## src/sv/ebap_pkg.sv

```systemverilog
// ebap_pkg: shared types, window constants and size tables for the
// expansion board placer. No dependencies.
package ebap_pkg;

    localparam int TABLE_DEPTH_DEF = 16;
    localparam int ENTRY_W         = 65;
    localparam int IN_W            = 32;
    localparam int OUT_W           = 112;

    localparam logic [31:0] Z3_LOW      = 32'h1000_0000;
    localparam logic [31:0] Z3_HIGH     = 32'h8000_0000;
    localparam logic [31:0] Z2_MEM_LOW  = 32'h0020_0000;
    localparam logic [31:0] Z2_MEM_HIGH = 32'h00a0_0000;
    localparam logic [31:0] Z2_MEM_P2M  = 32'h0040_0000;
    localparam logic [31:0] Z2_MEM_P4M  = 32'h0060_0000;
    localparam logic [31:0] Z2_IO_LOW   = 32'h00e9_0000;
    localparam logic [31:0] Z2_IO_HIGH  = 32'h00f0_0000;
    localparam logic [31:0] Z2_XIO_LOW  = 32'h00a0_0000;
    localparam logic [31:0] Z2_XIO_HIGH = 32'h00b8_0000;

    localparam logic [30:0] SZ_4M = 31'h0040_0000;
    localparam logic [30:0] SZ_8M = 31'h0080_0000;

    typedef enum logic [2:0] {
        ST_PLACED  = 3'd0,
        ST_INVALID = 3'd1,
        ST_SHUTUP  = 3'd2,
        ST_STOP    = 3'd3,
        ST_FULL    = 3'd4
    } status_t;

    typedef enum logic [2:0] {
        S_IDLE,
        S_SCAN,
        S_SUM,
        S_ALIGN,
        S_FIT,
        S_FIN
    } state_t;

    typedef struct packed {
        logic        invalid;
        logic        z3;
        logic        mem;
        logic        related;
        logic        cant_shutup;
        logic [30:0] phys;
        logic [30:0] logical;
        logic        needs;
    } dec_t;

    typedef struct packed {
        status_t     status;
        logic [31:0] base;
        logic        z3;
        logic        mem;
        logic [30:0] phys;
        logic [30:0] logical;
        logic [4:0]  slot;
        logic        needs;
    } res_t;

    function automatic logic [30:0] normal_size(input logic [2:0] code);
        logic [30:0] s;
        case (code)
            3'd0:    s = 31'h0080_0000;
            3'd1:    s = 31'h0001_0000;
            3'd2:    s = 31'h0002_0000;
            3'd3:    s = 31'h0004_0000;
            3'd4:    s = 31'h0008_0000;
            3'd5:    s = 31'h0010_0000;
            3'd6:    s = 31'h0020_0000;
            default: s = 31'h0040_0000;
        endcase
        return s;
    endfunction

    function automatic logic [30:0] extended_size(input logic [2:0] code);
        logic [30:0] s;
        case (code)
            3'd0:    s = 31'h0100_0000;
            3'd1:    s = 31'h0200_0000;
            3'd2:    s = 31'h0400_0000;
            3'd3:    s = 31'h0800_0000;
            3'd4:    s = 31'h1000_0000;
            3'd5:    s = 31'h2000_0000;
            3'd6:    s = 31'h4000_0000;
            default: s = 31'h0000_0000;
        endcase
        return s;
    endfunction

    // codes 2..13; 0 and 1 are handled by the caller
    function automatic logic [30:0] log_code_bytes(input logic [3:0] code);
        logic [30:0] s;
        case (code)
            4'd2:    s = 31'h0001_0000;
            4'd3:    s = 31'h0002_0000;
            4'd4:    s = 31'h0004_0000;
            4'd5:    s = 31'h0008_0000;
            4'd6:    s = 31'h0010_0000;
            4'd7:    s = 31'h0020_0000;
            4'd8:    s = 31'h0040_0000;
            4'd9:    s = 31'h0060_0000;
            4'd10:   s = 31'h0080_0000;
            4'd11:   s = 31'h00a0_0000;
            4'd12:   s = 31'h00c0_0000;
            4'd13:   s = 31'h00e0_0000;
            default: s = 31'h0000_0000;
        endcase
        return s;
    endfunction

endpackage

```

## src/sv/ebap_ram.sv

```systemverilog
// ebap_ram: generic single-write, single-read RAM with registered read.
// No dependencies.
module ebap_ram #(
    parameter int WIDTH = 8,
    parameter int DEPTH = 16,
    parameter int AW    = (DEPTH > 1) ? $clog2(DEPTH) : 1
) (
    input  logic             clk,
    input  logic             we,
    input  logic [AW-1:0]    waddr,
    input  logic [WIDTH-1:0] wdata,
    input  logic [AW-1:0]    raddr,
    output logic [WIDTH-1:0] rdata
);

    logic [WIDTH-1:0] mem_reg [DEPTH];

    always_ff @(posedge clk)
    begin
        if (we)
        begin
            mem_reg[waddr] <= wdata;
        end
        rdata <= mem_reg[raddr];
    end

endmodule

```

## src/sv/ebap_decode.sv

```systemverilog
// ebap_decode: decodes one request's autoconfig bytes into bus, type, sizes, flags.
// Depends on ebap_pkg.
module ebap_decode
    import ebap_pkg::*;
(
    input  logic [IN_W-1:0] data,
    output dec_t            dec
);

    logic [7:0]  type_b;
    logic [7:0]  flags_b;
    logic [15:0] maker;
    logic [3:0]  logsiz;

    assign type_b  = data[7:0];
    assign flags_b = ~data[15:8];
    assign maker   = ~data[31:16];

    always_comb
    begin
        dec.z3          = (type_b[7:6] == 2'd2);
        dec.mem         = type_b[5];
        dec.related     = type_b[3];
        dec.cant_shutup = flags_b[6];
        dec.phys        = (dec.z3 && flags_b[5]) ? extended_size(type_b[2:0])
                                                 : normal_size(type_b[2:0]);
        logsiz          = dec.z3 ? flags_b[3:0] : 4'd0;
        dec.invalid     = !type_b[7] || (dec.phys == 31'd0) || (logsiz > 4'd13)
                          || (maker == 16'd0);
        case (logsiz)
            4'd0:    dec.logical = dec.phys;
            4'd1:    dec.logical = dec.mem ? 31'd0 : dec.phys;
            default: dec.logical = log_code_bytes(logsiz);
        endcase
        dec.needs       = dec.mem && (dec.logical == 31'd0);
    end

endmodule

```

## src/sv/ebap_seq.sv

```systemverilog
// ebap_seq: sequencer that scans the board table through one compare unit,
// computes the aligned base, checks fit, records the board and builds the result.
// Depends on ebap_pkg; drives an ebap_ram instance in the top level.
module ebap_seq
    import ebap_pkg::*;
#(
    parameter int TABLE_DEPTH = TABLE_DEPTH_DEF,
    parameter int AW          = (TABLE_DEPTH > 1) ? $clog2(TABLE_DEPTH) : 1,
    parameter int CW          = $clog2(TABLE_DEPTH + 1)
) (
    input  logic               clk,
    input  logic               rst_n,
    input  logic               in_valid,
    output logic               in_ready,
    input  dec_t               dec,
    input  logic               cfg_xio,
    output logic               out_valid,
    input  logic               out_ready,
    output res_t               res,
    output logic               ram_we,
    output logic [AW-1:0]      ram_waddr,
    output logic [ENTRY_W-1:0] ram_wdata,
    output logic [AW-1:0]      ram_raddr,
    input  logic [ENTRY_W-1:0] ram_rdata
);

    state_t      state_reg,   state_next;
    dec_t        dec_reg,     dec_next;
    logic [31:0] lo_reg,      lo_next;
    logic [31:0] hi_reg,      hi_next;
    logic [31:0] highest_reg, highest_next;
    logic [30:0] hsize_reg,   hsize_next;
    logic        found_reg,   found_next;
    logic [CW-1:0] rd_idx_reg, rd_idx_next;
    logic        pend_reg,    pend_next;
    logic        xio_reg,     xio_next;
    logic [32:0] p_reg,       p_next;
    logic [33:0] b_reg,       b_next;
    status_t     status_reg,  status_next;
    logic [CW-1:0] count_reg, count_next;
    logic [4:0]  slot_reg,    slot_next;
    logic        related_reg, related_next;
    logic        out_valid_reg, out_valid_next;
    res_t        res_reg,     res_next;

    logic [31:0] e_start;
    logic [30:0] e_size;
    logic        e_z3;
    logic        e_mem;
    logic        hit;
    logic [33:0] phys_w;
    logic [33:0] mask_w;
    logic [33:0] aligned_w;
    logic [33:0] end_w;
    logic [4:0]  new_slot;

    assign e_start = ram_rdata[31:0];
    assign e_size  = ram_rdata[62:32];
    assign e_z3    = ram_rdata[63];
    assign e_mem   = ram_rdata[64];
    assign hit     = (e_z3 == dec_reg.z3) && (e_mem == dec_reg.mem) && (e_start >= lo_reg)
                     && (e_start < hi_reg) && (e_start >= highest_reg);

    assign phys_w    = {3'b000, dec_reg.phys};
    assign mask_w    = phys_w - 34'd1;
    assign aligned_w = ({1'b0, p_reg} + mask_w) & ~mask_w;
    assign end_w     = b_reg + phys_w;
    assign new_slot  = related_reg ? slot_reg : slot_reg + 5'd1;

    assign in_ready  = (state_reg == S_IDLE);
    assign out_valid = out_valid_reg;
    assign res       = res_reg;
    assign ram_raddr = rd_idx_reg[AW-1:0];
    assign ram_waddr = count_reg[AW-1:0];
    assign ram_wdata = {dec_reg.mem, dec_reg.z3, dec_reg.phys, b_reg[31:0]};

    always_comb
    begin
        state_next     = state_reg;
        dec_next       = dec_reg;
        lo_next        = lo_reg;
        hi_next        = hi_reg;
        highest_next   = highest_reg;
        hsize_next     = hsize_reg;
        found_next     = found_reg;
        rd_idx_next    = rd_idx_reg;
        pend_next      = pend_reg;
        xio_next       = xio_reg;
        p_next         = p_reg;
        b_next         = b_reg;
        status_next    = status_reg;
        count_next     = count_reg;
        slot_next      = slot_reg;
        related_next   = related_reg;
        out_valid_next = out_valid_reg && !out_ready;
        res_next       = res_reg;
        ram_we         = 1'b0;

        case (state_reg)
            S_IDLE:
            begin
                if (in_valid)
                begin
                    dec_next    = dec;
                    rd_idx_next = '0;
                    pend_next   = 1'b0;
                    found_next  = 1'b0;
                    hsize_next  = '0;
                    xio_next    = 1'b0;
                    if (dec.z3)
                    begin
                        lo_next = Z3_LOW;
                        hi_next = Z3_HIGH;
                    end
                    else if (dec.mem)
                    begin
                        lo_next = Z2_MEM_LOW;
                        hi_next = Z2_MEM_HIGH;
                    end
                    else
                    begin
                        lo_next = Z2_IO_LOW;
                        hi_next = Z2_IO_HIGH;
                    end
                    highest_next = lo_next;
                    if (count_reg >= CW'(TABLE_DEPTH))
                    begin
                        status_next = ST_FULL;
                        state_next  = S_FIN;
                    end
                    else if (dec.invalid)
                    begin
                        status_next = ST_INVALID;
                        state_next  = S_FIN;
                    end
                    else
                    begin
                        state_next = S_SCAN;
                    end
                end
            end
            S_SCAN:
            begin
                if (rd_idx_reg < count_reg)
                begin
                    rd_idx_next = rd_idx_reg + CW'(1);
                    pend_next   = 1'b1;
                end
                else
                begin
                    pend_next = 1'b0;
                end
                if (pend_reg && hit)
                begin
                    highest_next = e_start;
                    hsize_next   = e_size;
                    found_next   = 1'b1;
                end
                if ((rd_idx_reg == count_reg) && !pend_reg)
                begin
                    state_next = S_SUM;
                end
            end
            S_SUM:
            begin
                p_next     = {1'b0, highest_reg} + {2'b00, hsize_reg};
                state_next = S_ALIGN;
            end
            S_ALIGN:
            begin
                if (!found_reg)
                begin
                    b_next = {2'b00, lo_reg};
                end
                else if (!dec_reg.z3 && dec_reg.mem && (dec_reg.phys == SZ_8M))
                begin
                    b_next = (p_reg == {1'b0, Z2_MEM_LOW}) ? {2'b00, Z2_MEM_LOW}
                                                           : {2'b00, Z2_MEM_HIGH};
                end
                else if (!dec_reg.z3 && dec_reg.mem && (dec_reg.phys == SZ_4M))
                begin
                    if (p_reg == {1'b0, Z2_MEM_LOW})
                        b_next = {2'b00, Z2_MEM_LOW};
                    else if (p_reg <= {1'b0, Z2_MEM_P2M})
                        b_next = {2'b00, Z2_MEM_P2M};
                    else if (p_reg <= {1'b0, Z2_MEM_P4M})
                        b_next = {2'b00, Z2_MEM_P4M};
                    else
                        b_next = {2'b00, Z2_MEM_HIGH};
                end
                else
                begin
                    b_next = aligned_w;
                end
                state_next = S_FIT;
            end
            S_FIT:
            begin
                if (end_w <= {2'b00, hi_reg})
                begin
                    status_next = ST_PLACED;
                    state_next  = S_FIN;
                end
                else if (!dec_reg.z3 && !dec_reg.mem && !xio_reg && cfg_xio)
                begin
                    xio_next     = 1'b1;
                    lo_next      = Z2_XIO_LOW;
                    hi_next      = Z2_XIO_HIGH;
                    highest_next = Z2_XIO_LOW;
                    hsize_next   = '0;
                    found_next   = 1'b0;
                    rd_idx_next  = '0;
                    pend_next    = 1'b0;
                    state_next   = S_SCAN;
                end
                else
                begin
                    status_next = dec_reg.cant_shutup ? ST_STOP : ST_SHUTUP;
                    state_next  = S_FIN;
                end
            end
            S_FIN:
            begin
                if (!out_valid_reg || out_ready)
                begin
                    out_valid_next = 1'b1;
                    res_next       = '0;
                    res_next.status = status_reg;
                    if ((status_reg != ST_INVALID) && (status_reg != ST_FULL))
                    begin
                        res_next.z3      = dec_reg.z3;
                        res_next.mem     = dec_reg.mem;
                        res_next.phys    = dec_reg.phys;
                        res_next.logical = dec_reg.logical;
                        res_next.needs   = dec_reg.needs;
                    end
                    if (status_reg == ST_PLACED)
                    begin
                        res_next.base = b_reg[31:0];
                        res_next.slot = new_slot;
                        ram_we        = 1'b1;
                        count_next    = count_reg + CW'(1);
                        slot_next     = new_slot;
                        related_next  = dec_reg.related;
                    end
                    state_next = S_IDLE;
                end
            end
            default:
            begin
                state_next = S_IDLE;
            end
        endcase
    end

    always_ff @(posedge clk or negedge rst_n)
    begin
        if (!rst_n)
        begin
            state_reg     <= S_IDLE;
            found_reg     <= 1'b0;
            rd_idx_reg    <= '0;
            pend_reg      <= 1'b0;
            xio_reg       <= 1'b0;
            count_reg     <= '0;
            slot_reg      <= 5'd0;
            related_reg   <= 1'b1;
            out_valid_reg <= 1'b0;
        end
        else
        begin
            state_reg     <= state_next;
            found_reg     <= found_next;
            rd_idx_reg    <= rd_idx_next;
            pend_reg      <= pend_next;
            xio_reg       <= xio_next;
            count_reg     <= count_next;
            slot_reg      <= slot_next;
            related_reg   <= related_next;
            out_valid_reg <= out_valid_next;
        end
    end

    always_ff @(posedge clk)
    begin
        dec_reg     <= dec_next;
        lo_reg      <= lo_next;
        hi_reg      <= hi_next;
        highest_reg <= highest_next;
        hsize_reg   <= hsize_next;
        p_reg       <= p_next;
        b_reg       <= b_next;
        status_reg  <= status_next;
        res_reg     <= res_next;
    end

endmodule

```

## src/sv/expansion_board_autoconfig_placer.sv

```systemverilog
// expansion_board_autoconfig_placer: top level of the board address placer.
// Depends on ebap_pkg, ebap_decode, ebap_seq, ebap_ram.
//
// Usage:
//   s_axis carries one request per probed board: tdata holds the raw type,
//   flags, manufacturer high and manufacturer low bytes. m_axis returns one
//   result per request with the status, assigned base, decoded bus/type,
//   physical and logical size, slot number and sizing flag.
//   cfg_wr_en/cfg_wr_data set third_gen_machine (enables the extra Zorro II
//   IO window); write it only while the block is idle.
//   A full table or an invalid board goes straight to the result state;
//   otherwise the sequencer scans the recorded boards, sums, aligns and
//   checks the fit before building the result. The table RAM is read one entry
//   per cycle through a single comparator, and an IO board that retries in
//   the extra window scans the table again.
//   One request is in flight at a time; s_axis_tready is high only when idle.
//   The result sits in an output register; a new request is taken while it
//   waits, and the sequencer holds its next result until m_axis_tready.
//   Reset empties the table, zeroes the slot counter and clears
//   third_gen_machine; the table RAM itself needs no clearing.
module expansion_board_autoconfig_placer
    import ebap_pkg::*;
#(
    parameter int TABLE_DEPTH = TABLE_DEPTH_DEF
) (
    input  logic             clk,
    input  logic             rst_n,
    input  logic             s_axis_tvalid,
    output logic             s_axis_tready,
    // type_byte[7:0], flags_byte[15:8], maker_high[23:16], maker_low[31:24]
    input  logic [IN_W-1:0]  s_axis_tdata,
    output logic             m_axis_tvalid,
    input  logic             m_axis_tready,
    // status[2:0], base_address[34:3], third_gen_board[35], memory_board[36],
    // physical_bytes[67:37], logical_bytes[98:68], slot_number[103:99],
    // needs_sizing[104], zero[111:105]
    output logic [OUT_W-1:0] m_axis_tdata,
    input  logic             cfg_wr_en,
    input  logic             cfg_wr_data
);

    localparam int AW = (TABLE_DEPTH > 1) ? $clog2(TABLE_DEPTH) : 1;
    localparam int CW = $clog2(TABLE_DEPTH + 1);

    logic               xio_reg;
    dec_t               dec;
    res_t               res;
    logic               ram_we;
    logic [AW-1:0]      ram_waddr;
    logic [AW-1:0]      ram_raddr;
    logic [ENTRY_W-1:0] ram_wdata;
    logic [ENTRY_W-1:0] ram_rdata;

    always_ff @(posedge clk or negedge rst_n)
    begin
        if (!rst_n)
        begin
            xio_reg <= 1'b0;
        end
        else if (cfg_wr_en)
        begin
            xio_reg <= cfg_wr_data;
        end
    end

    ebap_decode u_decode (
        .data (s_axis_tdata),
        .dec  (dec)
    );

    ebap_seq #(
        .TABLE_DEPTH (TABLE_DEPTH),
        .AW          (AW),
        .CW          (CW)
    ) u_seq (
        .clk       (clk),
        .rst_n     (rst_n),
        .in_valid  (s_axis_tvalid),
        .in_ready  (s_axis_tready),
        .dec       (dec),
        .cfg_xio   (xio_reg),
        .out_valid (m_axis_tvalid),
        .out_ready (m_axis_tready),
        .res       (res),
        .ram_we    (ram_we),
        .ram_waddr (ram_waddr),
        .ram_wdata (ram_wdata),
        .ram_raddr (ram_raddr),
        .ram_rdata (ram_rdata)
    );

    ebap_ram #(
        .WIDTH (ENTRY_W),
        .DEPTH (TABLE_DEPTH),
        .AW    (AW)
    ) u_table (
        .clk   (clk),
        .we    (ram_we),
        .waddr (ram_waddr),
        .wdata (ram_wdata),
        .raddr (ram_raddr),
        .rdata (ram_rdata)
    );

    assign m_axis_tdata = {7'd0, res.needs, res.slot, res.logical, res.phys,
                           res.mem, res.z3, res.base, res.status};

endmodule

```

## config.mk

```make
export PLATFORM = sky130hd
export DESIGN_NAME = expansion_board_autoconfig_placer
export DESIGN_NICKNAME = d
export VERILOG_FILES = /design/src/sv/ebap_pkg.sv /design/src/sv/ebap_ram.sv /design/src/sv/ebap_decode.sv /design/src/sv/ebap_seq.sv /design/src/sv/expansion_board_autoconfig_placer.sv
export SDC_FILE = /design/constraint.sdc
export NUM_CORES = 1
export LEC_CHECK = 0
export BUFFER_PORTS_ARGS = -buffer_cell sky130_fd_sc_hd__buf_2
export CORE_MARGIN = 5
export CORE_UTILIZATION = 60
export CTS_CLUSTER_SIZE = 10
export DETAILED_ROUTE_END_ITERATION = 10
export GPL_TIMING_DRIVEN = 0
export PLACE_DENSITY = 0.78
export SLEW_MARGIN = 10
export SYNTH_ARGS = -nofsm -noshare
export SYNTH_HDL_FRONTEND = slang
export SYNTH_SLANG_ARGS = --single-unit
export TNS_END_PERCENT = 10
```

## constraint.sdc

```tcl
create_clock -name clk -period 14.3 [get_ports clk]
set_input_delay 1.43 -clock clk [delete_from_list [all_inputs] [get_ports clk]]
set_output_delay 1.43 -clock clk [all_outputs]
set_load 0.05 [all_outputs]
```

======== Word level (Yosys, flattened, before mapping) ========
Memories as Yosys holds them, arrays and structs flattened. A register that Yosys moved wholly into a read port is not among the register bits.
Index checks and enable logic that the tools add are counted.
storage, ports and cells
  register bits after elaboration ......... 393
  bits in writable memories ............... 1040
  bits in read-only memories .............. 128
  bits of input ports ..................... 38
  output and inout port bits .............. 114
  memories ................................ 2
memory list
  name             depth  bits a word  rd ports  clocked after memory_dff  wr ports  line            text
  u_table.mem_reg  16     65           1         1                         1         ebap_ram.sv:16  logic [WIDTH-1:0] mem_reg [DEPTH];
  (no name shown)  16     8            1         0                         0         ebap_pkg.sv:96  case (code)
operators by class
  add/sub/neg operators ................... 7
  order comparisons ....................... 9
  equal/unequal tests ..................... 30
  mux-type cells .......................... 70
  bitwise gates (word level) .............. 4
  reductions and logical operators ........ 45
operators by type and width
  operator                 number
  $mux W32                 10
  $pmux W31 S7             1
  $mux W31                 6
  $pmux W24 S7             1
  $mux W34                 4
  $pmux W32 S2             2
  $pmux W32 S3             1
  $pmux W31 S3             1
  $mux W24                 3
  $le A33 B23 Y1 const B   2
  $ge A32 B32 Y1           2
  $logic_not A31 Y1        2
  $pmux W31 S2             1
  $mux W3                  12
  $add A33 B34 Y34         1
  $add A34 B31 Y34         1
  $and A34 B34 Y34         1
  $le A34 B32 Y1           1
  $not A34 Y34             1
  $add A32 B31 Y33         1
  $eq A33 B22 Y1 const B   1
  $lt A32 B32 Y1           1
  $sub A31 B1 Y32 const B  1
  $eq A31 B23 Y1 const B   1
  other kinds (40)         107

======== Longest topological paths before layout ========
  depth after elaboration ................. 11
  gate-level depth with buffers ........... 19
  mapped depth without buffers ............ 19

======== Hierarchy ========
Synthesis repeated with hierarchy kept, for this count alone.
second synthesis, totals
  cell total of the unflattened synthesis .. 3542
  area total of the unflattened synthesis .. 60518.0 um2
modules (own cells, without submodules)
  module                             instances  cells each  area an instance (um2)  seq. area each (um2)
  ebap_ram                           1          1673        40239.8                 32531.2
  ebap_seq                           1          1749        19464.9                 9915.8
  ebap_decode                        1          110         716.9                   0.0
  expansion_board_autoconfig_placer  1          10          96.3                    25.0

======== Worst setup path before layout ========
OpenSTA, ideal clock, no wires.
  path kind ............................... input to register
  from .................................... input m_axis_tready
  to ...................................... memory u_table.mem_reg[11][16] (netlist bit) (enable)
  setup time .............................. 506 ps
  data arrival time ....................... 7668 ps
  path slack .............................. 6126 ps
  cell stages on the path ................. 5
  path through ............................ nor2b_1 nor2_1 nand2_1 clkbuf_1 nor4_1
between the ends
  word-level cells in the longest chain between the ends .. 5
RTL lines
  element                        line                                     text
  from (decl)                    expansion_board_autoconfig_placer.sv:33  input logic m_axis_tready,
  $logic_or A1 B1 Y1             ebap_seq.sv:224                          if (!out_valid_reg || out_ready)
  $mux W1                        ebap_seq.sv:224
  $mux W1                        ebap_seq.sv:99                           case (state_reg)
  $mux W1                        ebap_ram.sv:20                           if (we)
  $mux W1 (not written as such)  ebap_ram.sv:22                           mem_reg[waddr] <= wdata;
  to (decl)                      ebap_ram.sv:16
Every way passes these cells.

======== Worst setup path after layout ========
  from .................................... register u_seq.dec_reg, in the netlist u_seq.ram_wdata[49]
  to ...................................... register u_seq.highest_reg[24] (enable)
between the ends
  word-level cells in the longest chain between the ends .. 4
RTL lines
  element                      line             text
  from (decl)                  ebap_seq.sv:28   dec_t dec_reg, dec_next;
  from (signal assigned)       ebap_seq.sv:286  dec_reg <= dec_next;
  $add A34 B31 Y34             ebap_seq.sv:67   assign end_w = b_reg + phys_w;
  $le A34 B32 Y1               ebap_seq.sv:199  if (end_w <= {2'b00, hi_reg})
  $ne A2 B2 Y1 (no line)       n/a
  $reduce_and A5 Y1 (no line)  n/a
  to (signal assigned)         ebap_seq.sv:289  highest_reg <= highest_next;
  to (decl)                    ebap_seq.sv:31   logic [31:0] highest_reg, highest_next;
Every way passes these cells.
A chain may end at the register's enable or synchronous reset.

==> run_results.csv <==
group,metric,value,unit
outcome,status,"finished, final reports clean",
clock_network,post_cts_buffers,0,
sta,finalSetupViolations,0,
worst_hold_path,whs_path_depth,2,
synth,synth_area_per_cell,17.3,um2
setup_path,path_max_fanout,31,
clock_network,cts.clk_slew.worst_paths,0.06,ns
final_layout,design_area,36600,um2
drt,routed_wl,79600,um
setup_path,slowest_stage,"edfxtp_1",
final_layout,mostFrequentLayoutCell,"edfxtp_1",
clock_network,cts_resized,0,
worst_hold_path,holdCritPathClass,"register to register",
sta,setup_tns,0,ns
final_layout,final_core_util,0.694,
final_layout,n_fill_cell,3281,
place,port_buffers,91,
global_route,grt_util_all_layers,0.275,
place,dp_hpwl,52000,um
sta,worst_pin_slew,1.18,ns
synth,synth_top_cells_by_area,"edfxtp_1 (65%), mux4_2 (12%), ha_1 (3.5%), dfxtp_1 (2.1%), dfrtp_1 (1.8%)",
global_route,antenna_found_initial,0,
global_route,overflow,0,
setup_path,cp_cell_sequence,"ha_1 > a211o_1 > a2111oi_2 > o21bai_2 > a211oi_2 > nor2_2 > o21a_1 > o21ai_0 > nand2_1 > xor2_1 > ha_1 > a2111oi_0 > a41o_1 > nand4b_1 > a31oi_1 > a41oi_2 > o21ai_2 > a21o_2 > nor2_4 > buf_12",
clock_network,clock_latency,0.64,ns
global_route,grt_max_degree,36,
sta,rsz0062_at_grt,"false",
synth,ys_types,77,
die,io_pins,152,
clock_network,hold_buffers,0,
drt,antenna_left,0,
drt,wire_per_inst,27.6,um
synth,synth-seq-cells,752,
setup_path,slowest_delay,0.92,ns
synth,ys_seq_area_frac,0.691,
clock_network,cts_max_level,3,
drt,drc_errors,0,
global_route,grt_pass1_vias,18593,
die,die-area,58100,um2
pwr,p_leak,0.0128,uW
clock_network,cts_root_buffer,"clkbuf_16",
synth,ys_warn_count,0,
die,die_height,241,um
setup_path,crit_path_frequent_cell,"ha_1",
final_layout,nets,2261,
setup_path,reg2reg_depth,20,
pwr,power_density,188,nW/um2
flow_run,cap_viol_max_count,0,
sta,layout_setup_ws,8.44,ns
sta,whs,0.467,ns
synth,synth_edf_count,695,
synth,synth.top_cell.area_share,0.652,
drt,drt_iter0_markers,2003,
setup_path,critPathLaunchType,"register",
drt,vias,18320,
sta,fin_skew,0.0414,ns
place,gp_congestion,0.892,
synth,syn_inst,1855,
place,dpl_worst_slack,8.65,ns
pwr,irDropWorstVdd,0.000102,V
drt,via_per_inst,6.35,
sta,fin_crit_sh,0.410,
setup_path,cp.arrival,6.22,ns
setup_path,critical_path_class,"register to register",
synth,synth_top_cell_by_area,"edfxtp_1",
clock_network,numCtsBuffers,86,
die,coreArea,52800,um2
sta,fmax,171,MHz
final_layout,area_growth,14.4,%
clock_network,cts_tree,"yes",
setup_path,end_kind,"register",
die,core.rowCount,84,
final_layout,largest_register_ffs,528,
clock_network,clockBufferDepth,3,
final_layout,final_cell_mix,"edfxtp_1 (695), mux4_2 (165), clkbuf_1 (107)",
place,placed_cell_area,34100,um2
global_route,grt_pass1_wl,117000,um
drt,drt-pass1-iter-count,9,
sta,min_period,5.86,ns
clock_network,cts.sinks,752,
die,die-width,241,um
sta,maxSlewHeadroom,0.210,
die,start_util,0.607,
sta,hold_viol,0,
synth,synthFlopType,"edfxtp_1",
final_layout,drive_gt1_frac,0.229,
synth,synth-async-reset-ratio,0.0319,
sta,final-max-slew-violation-count,0,
setup_path,worst_ep_required_time,14.66,ns
synth,syn_area,32000,um2
worst paths after layout:
kind                                          start                     to  slack [ns]
worst max register to register  u_seq.ram_wdata[49]  u_seq.highest_reg[24]        8.44
min in group asynchronous                     rst_n         u_seq.pend_reg        0.78
worst min register to register    u_seq.dec_reg[64]      u_seq.related_reg        0.47
worst max-delay path            u_seq.ram_wdata[49]  u_seq.highest_reg[24]        8.44
worst min-delay path              u_seq.dec_reg[64]      u_seq.related_reg        0.47
max in group asynchronous                     rst_n    u_seq.rd_idx_reg[4]       13.13
cells in the mapped netlist (all sizes together) (11+ instances only):
cell	instances
nand2	55
nand3	16
xor2	29
o21a	11
buf	72
o21ai	37
dfrtp	23
inv	55
nand4	11
nor2b	48
xnor2	33
edfxtp	695
a21o	21
clkbuf	48
nor4	19
ha	90
nor3	34
dfxtp	33
a21oi	56
nor2	95
mux4	165
nand2b	19
and2	57
critical path: cells and delay by family (launching register included):
family	cells	cell delay, ns
compound gates	12	3.26
flops	1	0.92
buf+inv	1	0.17
xor+xnor	1	0.16
simple gates	4	0.34
fa+ha+maj	2	0.68
layout make-up:
class                   count  area [um2]  area share
diodes                      1        2.50   0.0000683
plain buffers             120         681      0.0186
clock buffers             150        2470      0.0673
clock inverters             6        60.1     0.00164
inverters                  56         210     0.00574
multi-input cells         981        9260       0.253
flip-flops and latches    752       22100       0.604
well taps                 688         861      0.0235
repair buffers            133         960      0.0262
where the power goes:
part / switching (uW) / total [uW] / internal [uW] / leakage (uW)
clock network: 835 / 2000 / 1160 / 0.00121
registers: 187 / 2860 / 2680 / 0.00688
logic: 1150 / 2010 / 860 / 0.00474
total: 2170 / 6870 / 4700 / 0.0128
per-stage QoR:
stage,total power [uW],std cells
CTS,6880,2886
finish,6870,2887
detailed placement,4870,2730
global placement,4790,2688
floorplan,4260,1909
global route,7150,2886
cell families (layout without fill, tap and decap cells):
family / Yosys count / after routing / share of synthesized area
XOR/XNOR: 62 / 62 / 0.0170
AND/OR/NAND/NOR: 397 / 397 / 0.0659
AO/OA/AOI/OAI: 201 / 201 / 0.0421
flip-flops: 752 / 752 / 0.691
multiplexers: 173 / 173 / 0.119
other: 1 / 56 / 0.000117
buffers and inverters: 176 / 465 / 0.0278
adder cells (fa/ha/maj): 93 / 93 / 0.0370
layer usage:
| metal | GRT usage | wire length [um] | vias to the layer above |
|---|---|---|---|
| li1 | - | - | 7744 |
| met1 | 0.366 | 29400 | 9309 |
| met2 | 0.460 | 39700 | 1074 |
| met3 | 0.0601 | 7540 | 193 |
| met4 | 0.0925 | 2990 | 0 |
| met5 | 0 | 0 | - |
Note: power is estimated with default switching activity, not from simulation.
